$ cat config.mk
export PLATFORM = sky130hd
export DESIGN_NAME = npc_cell
export DESIGN_NICKNAME = d
export VERILOG_FILES = /design/src/npc_pkg.sv /design/src/npc_cell.sv
export SDC_FILE = /design/constraint.sdc
export NUM_CORES = 1
export LEC_CHECK = 0
export ABC_AREA = 1
export BUFFER_PORTS_ARGS = -buffer_cell sky130_fd_sc_hd__buf_2
export CAP_MARGIN = 20
export CORE_MARGIN = 1
export CORE_UTILIZATION = 40
export DETAILED_ROUTE_END_ITERATION = 8
export HOLD_SLACK_MARGIN = 0.05
export PLACE_DENSITY = 0.64
export SYNTH_ARGS = -nofsm -noshare
export SYNTH_HDL_FRONTEND = slang
export SYNTH_SLANG_ARGS = --single-unit
$ cat constraint.sdc
create_clock -name clk -period 9 [get_ports clk]
set_input_delay 1.35 -clock clk [delete_from_list [all_inputs] [get_ports clk]]
set_output_delay 1.35 -clock clk [all_outputs]
set_load 0.1 [all_outputs]
$ cat src/npc_pkg.sv
// ----------------------------------------------------------------------------
// npc_pkg
// Shared types and constants for the nearest palette color mapper.
// ----------------------------------------------------------------------------
`default_nettype none

package npc_pkg;

    localparam int CHAN_W  = 8;
    localparam int INDEX_W = 8;
    localparam int SIZE_W  = 9;
    // three squared 8-bit differences summed
    localparam int DIST_W  = 18;

    localparam logic [SIZE_W-1:0] SIZE_RESET = 9'd256;

    // action codes carried in tuser
    localparam logic ACT_WRITE = 1'b0;
    localparam logic ACT_MAP   = 1'b1;

    // one item moving down the cell chain, with the running best match
    typedef struct packed {
        logic                 action;
        logic [INDEX_W-1:0]   entry_index;
        logic [CHAN_W-1:0]    red;
        logic [CHAN_W-1:0]    green;
        logic [CHAN_W-1:0]    blue;
        logic [DIST_W-1:0]    best_dist;
        logic [INDEX_W-1:0]   best_index;
    } npc_item_t;

endpackage

`default_nettype wire

$ cat src/npc_cell.sv
// ----------------------------------------------------------------------------
// npc_cell
// One palette entry: stores its color, compares a passing pixel against it
// and hands the item with the updated best match to the next cell.
// ----------------------------------------------------------------------------
`default_nettype none

module npc_cell #(
    parameter int CELL_INDEX = 0
) (
    input  wire                       clk,
    input  wire                       rst_n,
    input  wire                       enable,
    input  wire [8:0]                 palette_size,
    input  wire                       in_valid,
    input  wire npc_pkg::npc_item_t   in_item,
    output logic                      out_valid,
    output npc_pkg::npc_item_t        out_item
);
    import npc_pkg::*;

    logic [3*CHAN_W-1:0] color_reg;
    logic                valid_reg;
    npc_item_t           item_reg;
    npc_item_t           item_next;

    logic [CHAN_W-1:0]   diff_r;
    logic [CHAN_W-1:0]   diff_g;
    logic [CHAN_W-1:0]   diff_b;
    logic [2*CHAN_W-1:0] sq_r;
    logic [2*CHAN_W-1:0] sq_g;
    logic [2*CHAN_W-1:0] sq_b;
    logic [DIST_W-1:0]   cand_dist;
    logic                searched;
    logic                take;
    logic                write_hit;

    always_comb
    begin
        diff_r = (color_reg[23:16] > in_item.red) ? color_reg[23:16] - in_item.red
                                                  : in_item.red - color_reg[23:16];
        diff_g = (color_reg[15:8] > in_item.green) ? color_reg[15:8] - in_item.green
                                                   : in_item.green - color_reg[15:8];
        diff_b = (color_reg[7:0] > in_item.blue) ? color_reg[7:0] - in_item.blue
                                                 : in_item.blue - color_reg[7:0];
        sq_r = diff_r * diff_r;
        sq_g = diff_g * diff_g;
        sq_b = diff_b * diff_b;
        cand_dist = DIST_W'(sq_r) + DIST_W'(sq_g) + DIST_W'(sq_b);

        // entry zero is always searched and seeds the best match
        searched = (SIZE_W'(CELL_INDEX) < palette_size);
        take     = (CELL_INDEX == 0) || (searched && (cand_dist < in_item.best_dist));

        item_next = in_item;
        if (in_item.action == ACT_MAP && take)
        begin
            item_next.best_dist  = cand_dist;
            item_next.best_index = INDEX_W'(CELL_INDEX);
        end

        write_hit = in_valid && (in_item.action == ACT_WRITE)
                 && (in_item.entry_index == INDEX_W'(CELL_INDEX));
    end

    always_ff @(posedge clk or negedge rst_n)
    begin
        if (!rst_n)
        begin
            valid_reg <= 1'b0;
        end
        else if (enable)
        begin
            valid_reg <= in_valid;
        end
    end

    always_ff @(posedge clk)
    begin
        if (enable)
        begin
            item_reg <= item_next;
            if (write_hit)
            begin
                color_reg <= {in_item.red, in_item.green, in_item.blue};
            end
        end
    end

    assign out_valid = valid_reg;
    assign out_item  = item_reg;

endmodule

`default_nettype wire

Word-level counts from Yosys, hierarchy flattened. Index checks and enable logic that the tools add are counted.

Logic and storage cells: 32. Memory bits (writable): 0. Memories kept: 0. Latch bits: 0. Bits in registers: 84. Output and inout bits: 60. Bits of input ports: 72. ROM bits: 0.

Bitwise gates (word level): 1. Shifts and indexed selects: 0. $mul: 3. Eq/ne operators: 0. Muxes and demuxes: 4. $add $sub $neg: 8. Reductions and logical operators: 4. Div/mod/pow operators: 0. Magnitude comparators: 3.

Operator list (count): 8-bit by 8-bit multiplier with 16-bit output (3); 8-bit subtractor (6); 26-bit 2-to-1 mux (1); 8-bit > comparator (3); 8-bit 2-to-1 mux (3); 17-bit by 16-bit adder with 18-bit output (1); 16-bit by 16-bit adder with 17-bit output (1); 8-bit logical NOT (1); 1-bit logical AND (2); 2-bit AND reduction (1); 1-bit NOT (1).

Depth between registers and ports, before layout.
Depth after elaboration: 6. Mapped depth: 38. Mapped depth without buffers: 38.

Least setup slack after synthesis. No wires, ideal clock.

Path type: in2reg. From: input port in_item[42] (netlist bit). To: register item_reg, in the netlist out_item[25] (data pin). Stages on the path: 35. Required time: 8.746 ns. Setup time: 0.254 ns. Data arrival time: 7.735 ns. Path slack: 1.011 ns. Buffers on the path: 0. Cells stage by stage: ha_1 > inv_1 > fa_1 > inv_1 > o21ai_2 > nand2_1 > nand2_2 > nand2_4 > inv_4 > nand2_1 > nand2_2 > nor2_2 > inv_1 > fa_1 > inv_1 > fa_1 > inv_1 > fa_1 > fa_1 > inv_1 > fa_1 > inv_1 > fa_1 > fa_1 > inv_1 > ha_1 > nand2_1 > o21ai_0 > nand2_1 > nand2_1 > nand2_1 > nand2_1 > nand2_1 > nand3_1 > nand2_1.

RTL lines: start, declared (RTL line npc_cell.sv:16) `input wire npc_pkg::npc_item_t in_item,`; end signal, assigned (RTL line npc_cell.sv:82) `item_reg <= item_next;`; end, declared (RTL line npc_cell.sv:24) `npc_item_t item_reg;`.

==> out/results.ini <==
[outcome]
outcome = complete, no violations

[global_route]
grt_pass1_wl_mm = 38.58
first_global_vias = 8261
gr-total-overflow = 0
grt_util_all_layers_pct = 17.30
antenna_found_initial = 0
grt_max_degree = 43

[timing]
skew_ns = 0.01457
period_share_pct = 91.11
setup_viol = 0
fmax_mhz = 122.0
drv_slew = 0
fin_crit_ns = 8.200
max_slew_margin_pct = 56.51
rsz0062_at_grt = no
hold_ws_ns = 0.5254
totalNegativeSetupSlack_ns = 0
worstMarginPinSlew_ns = 0.6516
finalHoldViolCount = 0

[critical_path]
cp_slowest_cell = fa_1
start_kind = primary input
critPathTopFamily = adder cells
cp_max_fo = 9
crit_arrival_ns = 8.32
cp_slowest_stage_delay_ns = 0.55
critical_path_required_ns = 9.12
crit_path_end_kind = flip-flop
path_class = primary input to flip-flop
crit_top_cell = fa_1
crit_buf_inv = 10

[floorplan]
die_x_um = 167.1
fp-row-count = 60
coreArea_um2 = 26880
floorplan.initialDensity_pct = 40.55
io-pin-count = 132
die_area_um2 = 27910
fp.dieH_um = 167.1

[cts]
cts_hold_buf = 0
path_clk_slew_ns = 0.07
cts_root_buffer = clkbuf_16
cts_buffers = 9
post_cts_buffers = 0
cts.sinks = 84
cts.repair.resized = 0
clock_latency_ns = 0.36
clk_path_buf_depth = 2
cts_tree = yes
htreeDepth = 3

[routing]
wl_mm = 22.55
dr.pass1.iters = 4
antenna_left = 0
dr_total_vias = 7994
wl_per_cell_um = 13.07
detailedRoute.firstIterationViolations = 339
via_per_inst = 4.634
drc = 0

[cells_and_area]
nets = 1713
drive_above_1_share_pct = 16.04
layout.cells.non_filler = 1725
diodes = 0
largest_reg_flops = 59
areaGrowthSynthToFinish_pct = 12.00

[synthesis]
synth_seq_cells = 84
syn_avg_cell_area_um2 = 8.712
synth-warning-count = 0
netlist.area_leader.share_pct = 25.35
yosysTopAreaCell = fa_1
ys_seq_area_share_pct = 23.10
yosys_most_used_dff = edfxtp_1
synth-edff-count = 83
synth_fp_nets = 1585
synth_top_cells_by_area = fa_1, edfxtp_1, ha_1
ys_types = 41
synth_area_um2 = 10900
syn_inst = 1251
async_flop_share_pct = 1.190

[placement]
dp.cells = 1709
gp_congestion = 0.8890
dp_hpwl_mm = 19.13
io_buffers = 122

[run]
drv_cap = 0

[worst_hold_path]
hp-class = flip-flop to flip-flop

==> final cells by class <==
| cell class | instances | area [µm²] |
|---|---|---|
| Clock inverter | 7 | 56.30 |
| Timing Repair Buffer | 130 | 670.6 |
| Clock buffer | 9 | 225.2 |
| Sequential cell | 84 | 2517 |
| Tap cell | 341 | 426.7 |
| Multi-Input combinational cell | 822 | 7062 |
| Fill cell | 2694 | 14670 |
| Inverter | 332 | 1249 |
==> worst paths after layout <==
path                                    startpoint                endpoint  slack (ns)  cells after the start
min in group asynchronous                    rst_n   out_valid$_DFFE_PN0P_        0.75                      1
max                                    in_item[44]  out_item[21]$_DFFE_PP_        0.80                     34
min reg2reg                  out_valid$_DFFE_PN0P_   out_valid$_DFFE_PN0P_        0.53                      2
max reg2reg                color_reg[16]$_DFFE_PP_  out_item[21]$_DFFE_PP_        1.50                     36
min                          out_valid$_DFFE_PN0P_   out_valid$_DFFE_PN0P_        0.53                      2
max in group asynchronous                    rst_n   out_valid$_DFFE_PN0P_        8.17                      1
==> synth_stat cells, types with 2 or more instances <==
library cell and number:
xnor2_1 12, nor4_1 2, nand3_1 45, xor2_1 12, ha_1 124, a21o_1 4, clkbuf_1 4, nand2_4 8
o21a_1 4, buf_2 5, buf_4 2, o21ai_1 3, o21bai_1 11, edfxtp_1 83, a21oi_1 34, nor2_2 8
o21ai_0 20, or2_2 4, inv_2 16, a31oi_1 2, nand2_1 236, nor2_4 4, and2_1 2, nor3_1 5
nand4_1 10, buf_6 2, o21ai_2 3, inv_1 315, fa_1 138, nand3_2 2, nor2_1 97, nand2_2 23
a21oi_2 3
==> cells in the final DEF (no fill, tap or decap), types with 2 or more instances in the layout <==
cell type and instances:
a21o_1 4, a21oi_1 34, a21oi_2 3, a31oi_1 2, and2_1 2, buf_2 122
buf_4 8, clkbuf_16 9, edfxtp_1 83, fa_1 138, ha_1 124, inv_1 315
inv_2 16, inv_6 4, nand2_1 236, nand2_2 23, nand2_4 8, nand3_1 45
nand3_2 2, nand4_1 10, nor2_1 97, nor2_2 8, nor2_4 4, nor3_1 5
o21a_1 4, o21ai_0 20, o21ai_1 3, o21ai_2 3, o21bai_1 11, or2_2 4
xnor2_1 12, xor2_1 12
==> kinds of logic after synthesis <==
logic type	Yosys count	synth area share, %
adder cells (fa/ha/maj)	262	39.58
flip-flops	84	23.10
XOR/XNOR	24	1.929
AO/OA/AOI/OAI	87	4.810
AND/OR/NAND/NOR	449	18.41
buffers and inverters	345	12.17
==> per-stage QoR <==
step / setup WS [ns] / util, % / cell area, µm²
6_report: 0.8005 / 45.42 / 12210
2_1_floorplan: 1.011 / - / 10900
3_3_place_gp: 0.4979 / 44.37 / 11930
4_1_cts: 0.7521 / 45.42 / 12210
3_5_place_dp: 0.3726 / 44.37 / 11930
5_1_grt: 0.3333 / 45.42 / 12210
==> layer usage <==
layer	track usage (%)	vias to the layer above	share of wire, %
li1	-	4046	-
met1	22.45	3740	47
met2	30.05	183	47
met3	2.543	25	4.0
met4	4.589	0	1.8
met5	0	-	0
==> tightest hold or removal path, stage by stage, from the launching register on <==
cell and delay [ns]:
dfrtp_1 0.38, inv_1 0.05, o21ai_0 0.06
Power is not shown: default switching activity piles up to over one toggle a cycle in this logic, so the estimate is an artifact.
